`src/hw/rtl/pph_pkg.sv`:
```
package pph_pkg;

    typedef enum logic [2:0]
    {
        MODE_SIN     = 3'd0,
        MODE_SOUT    = 3'd1,
        MODE_STIN    = 3'd2,
        MODE_STOUT   = 3'd3,
        MODE_BIDIR   = 3'd4,
        MODE_BITPROG = 3'd5
    } mode_t;

    typedef enum logic [1:0]
    {
        CMD_READ  = 2'd0,
        CMD_WRITE = 2'd1,
        CMD_LOAD  = 2'd2,
        CMD_DONE  = 2'd3
    } cmd_t;

    typedef enum logic [1:0]
    {
        EV_NONE     = 2'd0,
        EV_SIMPLE   = 2'd1,
        EV_STROBED  = 2'd2
    } event_t;

    localparam logic [1:0] PORT_A = 2'd0;
    localparam logic [1:0] PORT_B = 2'd1;
    localparam logic [1:0] PORT_C = 2'd2;

    localparam logic [2:0] REG_MODE_A   = 3'd0;
    localparam logic [2:0] REG_MODE_B   = 3'd1;
    localparam logic [2:0] REG_MODE_C   = 3'd2;
    localparam logic [2:0] REG_DIR_A    = 3'd3;
    localparam logic [2:0] REG_DIR_B    = 3'd4;
    localparam logic [2:0] REG_DIR_C    = 3'd5;
    localparam logic [2:0] REG_IMPL_C   = 3'd6;
    localparam logic [2:0] REG_IRQ_EN   = 3'd7;

    localparam logic [7:0] BYTE_ONES = 8'hFF;
    localparam logic [7:0] BYTE_ZERO = 8'h00;

    typedef struct packed
    {
        logic [7:0] rd;
        logic [7:0] out_latch;
        event_t     ev;
        logic       taken;
        logic       ibf;
        logic       obe;
        logic       irq;
    } port_res_t;

    function automatic logic [7:0] merge_io(input logic [7:0] inv, input logic [7:0] outv,
                                            input logic [7:0] dir);
        merge_io = (inv & ~dir) | (outv & dir);
    endfunction

endpackage

```
`src/hw/rtl/pph_port.sv`:
```
module pph_port
(
    input  logic              clk,
    input  logic              rst_n,
    input  logic              fire,
    input  logic              hit,
    input  pph_pkg::cmd_t     cmd,
    input  logic [7:0]        data,
    input  logic [7:0]        pins,
    input  logic [2:0]        mode,
    input  logic [7:0]        dir,
    input  logic              irq_en,
    output pph_pkg::port_res_t res
);
    import pph_pkg::*;

    logic [7:0] in_latch_reg;
    logic [7:0] in_latch_next;
    logic [7:0] out_latch_reg;
    logic [7:0] out_latch_next;
    logic       ibf_reg;
    logic       ibf_next;
    logic       obe_reg;
    logic       obe_next;
    logic       strobed_in;
    logic       strobed_out;

    assign strobed_in  = (mode == MODE_STIN)  || (mode == MODE_BIDIR);
    assign strobed_out = (mode == MODE_STOUT) || (mode == MODE_BIDIR);

    always_comb
    begin
        in_latch_next  = in_latch_reg;
        out_latch_next = out_latch_reg;
        ibf_next       = ibf_reg;
        obe_next       = obe_reg;
        res.rd         = BYTE_ONES;
        res.ev         = EV_NONE;
        res.taken      = 1'b0;
        if (hit)
        begin
            unique case (cmd)
                CMD_READ:
                begin
                    unique case (mode) inside
                        MODE_SIN:
                        begin
                            in_latch_next = pins & ~dir;
                            res.rd = merge_io(in_latch_next, out_latch_reg, dir);
                        end
                        MODE_STIN, MODE_BIDIR:
                        begin
                            res.rd = merge_io(in_latch_reg, out_latch_reg, dir);
                            ibf_next = 1'b0;
                            res.taken = 1'b1;
                        end
                        MODE_SOUT, MODE_STOUT:
                        begin
                            if (dir != BYTE_ONES)
                            begin
                                in_latch_next = pins & ~dir;
                            end
                            res.rd = merge_io(in_latch_next, out_latch_reg, dir);
                        end
                        default:
                        begin
                        end
                    endcase
                end
                CMD_WRITE:
                begin
                    out_latch_next = data & dir;
                    if (mode == MODE_SOUT)
                    begin
                        res.ev = EV_SIMPLE;
                    end
                    else if (strobed_out)
                    begin
                        obe_next = 1'b0;
                        res.ev = EV_STROBED;
                    end
                end
                CMD_LOAD:
                begin
                    if ((mode != MODE_SIN) && (mode != MODE_SOUT))
                    begin
                        in_latch_next = data & ~dir;
                        if (strobed_in)
                        begin
                            ibf_next = 1'b1;
                        end
                    end
                end
                CMD_DONE:
                begin
                    if (strobed_out)
                    begin
                        obe_next = 1'b1;
                    end
                end
            endcase
        end
        res.out_latch = out_latch_next;
        res.ibf       = ibf_next;
        res.obe       = obe_next;
        res.irq       = irq_en && ((strobed_out && obe_next) || (strobed_in && ibf_next));
    end

    always_ff @(posedge clk or negedge rst_n)
    begin
        if (!rst_n)
        begin
            in_latch_reg  <= BYTE_ONES;
            out_latch_reg <= BYTE_ZERO;
            ibf_reg       <= 1'b0;
            obe_reg       <= 1'b1;
        end
        else if (fire)
        begin
            in_latch_reg  <= in_latch_next;
            out_latch_reg <= out_latch_next;
            ibf_reg       <= ibf_next;
            obe_reg       <= obe_next;
        end
    end

    a_read_clears_ibf: assert property (@(posedge clk) disable iff (!rst_n)
        fire && hit && (cmd == CMD_READ) && strobed_in |=> !ibf_reg)
        else $error("strobed read left the input buffer full");

    a_write_masked: assert property (@(posedge clk) disable iff (!rst_n)
        fire && hit && (cmd == CMD_WRITE) |=> ((out_latch_reg & ~$past(dir)) == BYTE_ZERO))
        else $error("output latch holds bits of input direction");

    a_idle_holds: assert property (@(posedge clk) disable iff (!rst_n)
        !fire |=> $stable(in_latch_reg) && $stable(out_latch_reg)
                  && $stable(ibf_reg) && $stable(obe_reg))
        else $error("port state changed without a word");

    a_taken_no_event: assert property (@(posedge clk) disable iff (!rst_n)
        res.taken |-> (res.ev == EV_NONE) && !res.ibf)
        else $error("input taken together with an output event");

endmodule

```
`src/hw/rtl/parallel_port_handshake_core.sv`:
```
// Three-port parallel interface with strobed handshaking. Each word on the input channel is a
// bus read, a bus write, a strobed input load or an output-done event for port A, B or C, and
// each produces exactly one word on the output channel with the read byte, all three output
// latches, the handshake flags and interrupt requests. The block takes one word per clock unless
// the result register is stalled: a word is held in an input register, is worked in a single
// pass against the port latches and flags, and lands in the result register, and the next word
// may be accepted in the same cycle as the previous one is worked. A stalled result register
// holds the input register too. Configuration registers are written through cfg_write,
// cfg_index and cfg_data and should only be changed while no word is in flight.
module parallel_port_handshake_core
(
    input  logic       clk,
    input  logic       rst_n,

    input  logic       cfg_write,
    input  logic [2:0] cfg_index,
    input  logic [7:0] cfg_data,

    input  logic       in_valid,
    output logic       in_stall,
    input  logic [1:0] cmd,
    input  logic [1:0] port,
    input  logic [7:0] data,
    input  logic [7:0] pins,

    output logic       out_valid,
    input  logic       out_stall,
    output logic [7:0] read_data,
    output logic [7:0] out_a,
    output logic [7:0] out_b,
    output logic [7:0] out_c,
    output logic [1:0] output_event,
    output logic       input_taken,
    output logic       ibf_a,
    output logic       obe_a,
    output logic       ibf_b,
    output logic       obe_b,
    output logic       irq_a,
    output logic       irq_b
);
    import pph_pkg::*;

    logic [2:0] mode_a_reg;
    logic [2:0] mode_b_reg;
    logic [2:0] mode_c_reg;
    logic [7:0] dir_a_reg;
    logic [7:0] dir_b_reg;
    logic [7:0] dir_c_reg;
    logic [7:0] impl_c_reg;
    logic [1:0] irq_en_reg;

    logic       in_pend_reg;
    cmd_t       cmd_reg;
    logic [1:0] port_reg;
    logic [7:0] data_reg;
    logic [7:0] pins_reg;
    logic       fire;
    logic       in_load;

    port_res_t  res_a;
    port_res_t  res_b;

    logic [7:0] in_c_reg;
    logic [7:0] in_c_next;
    logic [7:0] out_c_reg;
    logic [7:0] out_c_next;
    logic [7:0] rd_c;
    event_t     ev_c;

    logic       out_valid_reg;
    logic [7:0] rd_reg;
    logic [7:0] out_a_reg;
    logic [7:0] out_b_reg;
    logic [7:0] out_c_res_reg;
    event_t     ev_reg;
    logic       taken_reg;
    logic       ibf_a_reg;
    logic       obe_a_reg;
    logic       ibf_b_reg;
    logic       obe_b_reg;
    logic       irq_a_reg;
    logic       irq_b_reg;

    // configuration registers
    always_ff @(posedge clk or negedge rst_n)
    begin
        if (!rst_n)
        begin
            mode_a_reg <= MODE_SIN;
            mode_b_reg <= MODE_SIN;
            mode_c_reg <= MODE_SIN;
            dir_a_reg  <= BYTE_ZERO;
            dir_b_reg  <= BYTE_ZERO;
            dir_c_reg  <= BYTE_ZERO;
            impl_c_reg <= BYTE_ONES;
            irq_en_reg <= 2'b00;
        end
        else if (cfg_write)
        begin
            unique case (cfg_index)
                REG_MODE_A: mode_a_reg <= cfg_data[2:0];
                REG_MODE_B: mode_b_reg <= cfg_data[2:0];
                REG_MODE_C: mode_c_reg <= cfg_data[2:0];
                REG_DIR_A:  dir_a_reg  <= cfg_data;
                REG_DIR_B:  dir_b_reg  <= cfg_data;
                REG_DIR_C:  dir_c_reg  <= cfg_data;
                REG_IMPL_C: impl_c_reg <= cfg_data;
                REG_IRQ_EN: irq_en_reg <= cfg_data[1:0];
            endcase
        end
    end

    // input register
    assign fire     = in_pend_reg && (!out_valid_reg || !out_stall);
    assign in_stall = in_pend_reg && !fire;
    assign in_load  = in_valid && !in_stall;

    always_ff @(posedge clk or negedge rst_n)
    begin
        if (!rst_n)
        begin
            in_pend_reg <= 1'b0;
        end
        else if (in_load || fire)
        begin
            in_pend_reg <= in_load;
        end
    end

    always_ff @(posedge clk)
    begin
        if (in_load)
        begin
            cmd_reg  <= cmd_t'(cmd);
            port_reg <= port;
            data_reg <= data;
            pins_reg <= pins;
        end
    end

    pph_port u_port_a
    (
        .clk    (clk),
        .rst_n  (rst_n),
        .fire   (fire),
        .hit    (port_reg == PORT_A),
        .cmd    (cmd_reg),
        .data   (data_reg),
        .pins   (pins_reg),
        .mode   (mode_a_reg),
        .dir    (dir_a_reg),
        .irq_en (irq_en_reg[0]),
        .res    (res_a)
    );

    pph_port u_port_b
    (
        .clk    (clk),
        .rst_n  (rst_n),
        .fire   (fire),
        .hit    (port_reg == PORT_B),
        .cmd    (cmd_reg),
        .data   (data_reg),
        .pins   (pins_reg),
        .mode   (mode_b_reg),
        .dir    (dir_b_reg),
        .irq_en (irq_en_reg[1]),
        .res    (res_b)
    );

    // port c, simple modes only
    always_comb
    begin
        in_c_next  = in_c_reg;
        out_c_next = out_c_reg;
        rd_c       = BYTE_ONES;
        ev_c       = EV_NONE;
        if (port_reg == PORT_C)
        begin
            if (cmd_reg == CMD_READ)
            begin
                if (mode_c_reg == MODE_SIN)
                begin
                    in_c_next = pins_reg & ~dir_c_reg & impl_c_reg;
                    rd_c = in_c_next;
                end
                else if (mode_c_reg == MODE_SOUT)
                begin
                    if (dir_c_reg != BYTE_ONES)
                    begin
                        in_c_next = pins_reg & ~dir_c_reg & impl_c_reg;
                    end
                    rd_c = merge_io(in_c_next, out_c_reg, dir_c_reg);
                end
            end
            else if ((cmd_reg == CMD_WRITE) && (mode_c_reg == MODE_SOUT))
            begin
                out_c_next = data_reg & dir_c_reg & impl_c_reg;
                ev_c = EV_SIMPLE;
            end
        end
    end

    always_ff @(posedge clk or negedge rst_n)
    begin
        if (!rst_n)
        begin
            in_c_reg  <= BYTE_ONES;
            out_c_reg <= BYTE_ZERO;
        end
        else if (fire)
        begin
            in_c_reg  <= in_c_next;
            out_c_reg <= out_c_next;
        end
    end

    // result register
    always_ff @(posedge clk or negedge rst_n)
    begin
        if (!rst_n)
        begin
            out_valid_reg <= 1'b0;
        end
        else if (fire || !out_stall)
        begin
            out_valid_reg <= fire;
        end
    end

    always_ff @(posedge clk)
    begin
        if (fire)
        begin
            rd_reg        <= res_a.rd & res_b.rd & rd_c;
            out_a_reg     <= res_a.out_latch;
            out_b_reg     <= res_b.out_latch;
            out_c_res_reg <= out_c_next;
            ev_reg        <= event_t'(res_a.ev | res_b.ev | ev_c);
            taken_reg     <= res_a.taken | res_b.taken;
            ibf_a_reg     <= res_a.ibf;
            obe_a_reg     <= res_a.obe;
            ibf_b_reg     <= res_b.ibf;
            obe_b_reg     <= res_b.obe;
            irq_a_reg     <= res_a.irq;
            irq_b_reg     <= res_b.irq;
        end
    end

    assign out_valid    = out_valid_reg;
    assign read_data    = rd_reg;
    assign out_a        = out_a_reg;
    assign out_b        = out_b_reg;
    assign out_c        = out_c_res_reg;
    assign output_event = ev_reg;
    assign input_taken  = taken_reg;
    assign ibf_a        = ibf_a_reg;
    assign obe_a        = obe_a_reg;
    assign ibf_b        = ibf_b_reg;
    assign obe_b        = obe_b_reg;
    assign irq_a        = irq_a_reg;
    assign irq_b        = irq_b_reg;

    a_fire_gives_word: assert property (@(posedge clk) disable iff (!rst_n)
        fire |=> out_valid_reg)
        else $error("worked word did not reach the result register");

    a_accept_pends: assert property (@(posedge clk) disable iff (!rst_n)
        in_load |=> in_pend_reg)
        else $error("accepted word lost before the work stage");

    a_single_event: assert property (@(posedge clk) disable iff (!rst_n)
        fire |-> $countones({res_a.ev != EV_NONE, res_b.ev != EV_NONE, ev_c != EV_NONE}) <= 1)
        else $error("more than one port raised an output event");

endmodule
```
`config.mk`:
```
export PLATFORM = sky130hd
export DESIGN_NAME = parallel_port_handshake_core
export DESIGN_NICKNAME = d
export VERILOG_FILES = /design/src/hw/rtl/pph_pkg.sv /design/src/hw/rtl/pph_port.sv /design/src/hw/rtl/parallel_port_handshake_core.sv
export SDC_FILE = /design/constraint.sdc
export NUM_CORES = 1
export LEC_CHECK = 0
export BUFFER_PORTS_ARGS = -buffer_cell sky130_fd_sc_hd__buf_2
export CELL_PAD_IN_SITES_DETAIL_PLACEMENT = 0
export CELL_PAD_IN_SITES_GLOBAL_PLACEMENT = 2
export CORE_AREA = 2 2 147 149
export CTS_CLUSTER_SIZE = 40
export DETAILED_ROUTE_END_ITERATION = 6
export DIE_AREA = 0 0 149 151
export GPL_TIMING_DRIVEN = 0
export MAX_ROUTING_LAYER = met4
export PLACE_DENSITY_LB_ADDON = 0.15
export SETUP_SLACK_MARGIN = 0.3
export SYNTH_ARGS = -nofsm -noshare
export SYNTH_HDL_FRONTEND = slang
export SYNTH_SLANG_ARGS = --single-unit
```
`constraint.sdc`:
```
create_clock -name clk -period 5.7 [get_ports clk]
set_input_delay 0 -clock clk [delete_from_list [all_inputs] [get_ports clk]]
set_output_delay 0 -clock clk [all_outputs]
set_load 0.03 [all_outputs]
```
==> summary.md <==
| Metric | Value |
|---|---|
| IO Count | `79` |
| Hold buffers post-CTS | `32` |
| Syn Area/Cell | `11.82 sq um` |
| Clock Path Buffers | `2` |
| Die X | `149 um` |
| Static leakage | `0.003300 uW` |
| Initial core utilization | `0.3277` |
| Diodes inserted | `0` |
| Layout Skew | `0.009110 ns` |
| Dpl cells | `929` |
| DR WL/cell | `19.91 um` |
| Via-per-instance ratio | `5.101` |
| Synth top cells by count | `69 x nand2_1, 63 x dfrtp_1, 61 x edfxtp_1` |
| First-pass GRT wire length | `30570 um` |
| Multi-input gate area | `2545 sq um` |
| Drt total wl | `19770 um` |
| TritonRoute pass-1 iters | `4` |
| Grt total ovfl | `0` |
| Critical path's slowest cell | `a21oi_1` |
| Core area | `20820 sq um` |
| Post-synth EDFFs | `61` |
| Fill cells | `2068` |
| Worst Setup End Kind | `register` |
| Gr usage total | `0.1903` |
| Count leader, synth | `nand2_1` |
| Synth top area share | `0.2685` |
| Flops & latches, synth | `150` |
| Nets | `741` |
| Largest area contributor in the netlist | `edfxtp_1` |
| Worst hold path type | `in2reg` |
| FFs w/ async S/R, synth | `0.5933` |
| Worst setup SP type | `register` |
| Tmin final | `2.436 ns` |
| Detailed placement HPWL | `14800 um` |
| Slowest stage delay, CP | `0.69 ns` |
| Ys flop type | `dfrtp_1` |
| RSZ-0062 raised after global routing | `false` |
| Worst-Skew Late Latency | `0.43 ns` |
| Setup bufs post-CTS | `0` |
| Max-slew headroom | `0.1616` |
| Max VDD drop | `0.2073 mV` |
| Die Y-Extent | `151 um` |
| Status | `finished, final reports clean` |
| Residual DRC count | `0` |
| Worst-path maximum fanout | `9` |
| DRT iter0 DRCs | `393` |
| Crit path required time | `6.01 ns` |
| Max FFs per register | `16` |
| Max Cap Viol | `0` |
| P per Cell Area | `380.8 nW/um^2` |
| CTS resizes | `0` |
| Max Slew Vio Count | `0` |
| Vias in the first global route | `4996` |
| Register area | `4091 sq um` |
| Clock Sink Count | `150` |
| Syn. warnings | `0` |
| Worst Max-Slew Pin Slew | `1.258 ns` |
| Post-synthesis net count | `613` |
| Post-route insts no fill | `993` |
| Routed vias | `5065` |
| Largest net degree at the start of global routing | `54` |
| Fin. Hold Viols | `0` |
| Final setup fails | `0` |
| Antenna violations before repair | `0` |
| Clock transition at path regs | `0.06 ns` |
| Rows | `53` |
| Setup ws final | `3.264 ns` |
| Dpl ws | `3.296 ns` |
| Total CTS buffers | `17` |
| H-tree depth | `4` |
| Fraction of layout cells with a size suffix above 1 | `0.2716` |
| Synth top area cells | `edfxtp_1 27%, dfrtp_1 23%, dfstp_2 10%` |
| Worst-path cell chain | `nor2_1 -> nand3_1 -> a21oi_1 -> o32ai_1` |
| Final period util | `0.4274` |
| FMAX | `410.4 MHz` |
| Post-Syn Instances | `577` |
| Worst Path Arrival | `2.74 ns` |
| Aggregate negative setup slack | `0 ns` |
| Kind of critical path | `reg2reg` |
| Distinct cells, synth | `50` |
| Port buffer count | `75` |
| Area growth from synthesis to layout | `24.26%` |
| CTS tree | `yes` |
| DRT antenna net count | `0` |
| Mapped Area | `6823 sq um` |
| CTS Root Cell | `clkbuf_16` |
| Die Area | `22500 sq um` |
| Placer Congestion | `0.7897` |
| Sequential element share of the synthesized area | `0.5997` |
-- final timing paths --
path	start	to	slack [ns]	cells after the start
worst max-delay path	port_reg[1]	u_port_a.in_latch_reg[4]	3.26	4
worst min-delay path	cfg_index[2]	irq_en_reg[1]	0.09	3
worst max register to register	port_reg[1]	u_port_a.in_latch_reg[4]	3.26	4
worst min register to register	u_port_b.in_latch_reg[6]	u_port_b.in_latch_reg[6]	0.47	2
max in group asynchronous	rst_n	impl_c_reg[6]	4.87	3
min in group asynchronous	rst_n	mode_b_reg[2]	0.10	2
-- final cells by class --
type	instances	share of cell area
clock buffers	21	0.05446
flip-flops and latches	150	0.4826
clock inverters	11	0.01166
well taps	275	0.04058
repair buffers	109	0.08796
plain buffers	24	0.01195
inverters	24	0.01063
multi-input cells	379	0.3002
-- report_power, final --
group          internal (uW)  switching, uW  total (uW)
combinational            247            360         607
sequential              1390            159        1550
clock                    626            449        1070
total                   2260            968        3230
-- cells in the final DEF, fill, tap and decap left out, types with 10 or more instances in the layout --
cell type,count
o32ai_1,18
a22oi_1,10
nand3b_1,20
dfstp_2,26
o31ai_1,16
a2111oi_0,10
mux2_2,47
nand2_1,69
clkbuf_1,19
buf_2,80
o21ai_0,55
nand3_1,34
inv_1,22
dlygate4sd3_1,32
clkbuf_16,18
nor2b_1,16
dfrtp_1,63
edfxtp_1,61
-- stage by stage --
stage	utilization	hold slack (ns)	area (sq um)	power (uW)
global placement	0.3622	0.1782	7542	2129
floorplan	-	-0.2956	6823	1935
detailed placement	0.3649	0.01831	7597	2153
finish	0.4072	0.09359	8478	3229
CTS	0.4072	0.08643	8478	3261
global route	0.4072	0.1005	8478	3399
-- critical path, delay by kind of cell, from the launching register on --
family	cells	cell delay [ns]
flip-flops	1	0.50
AND/OR/NAND/NOR	2	0.91
AO/OA/AOI/OAI	2	0.90
-- layer usage --
metal / GRT usage / wire length [um] / vias up
li1: - / - / 2426
met1: 0.2656 / 9667 / 2505
met2: 0.2915 / 9181 / 117
met3: 0.03253 / 720 / 17
met4: 0.04429 / 197 / 0
met5: - / 0 / -
-- cells by family after synthesis --
| group | Yosys count | share of synthesized area |
|---|---|---|
| compound gates | 137 | 0.1372 |
| xor+xnor | 2 | 0.002568 |
| buf+inv | 48 | 0.02806 |
| flops | 150 | 0.5997 |
| mux | 56 | 0.09133 |
| simple gates | 184 | 0.1412 |
Power figures use the tool's default switching activity.
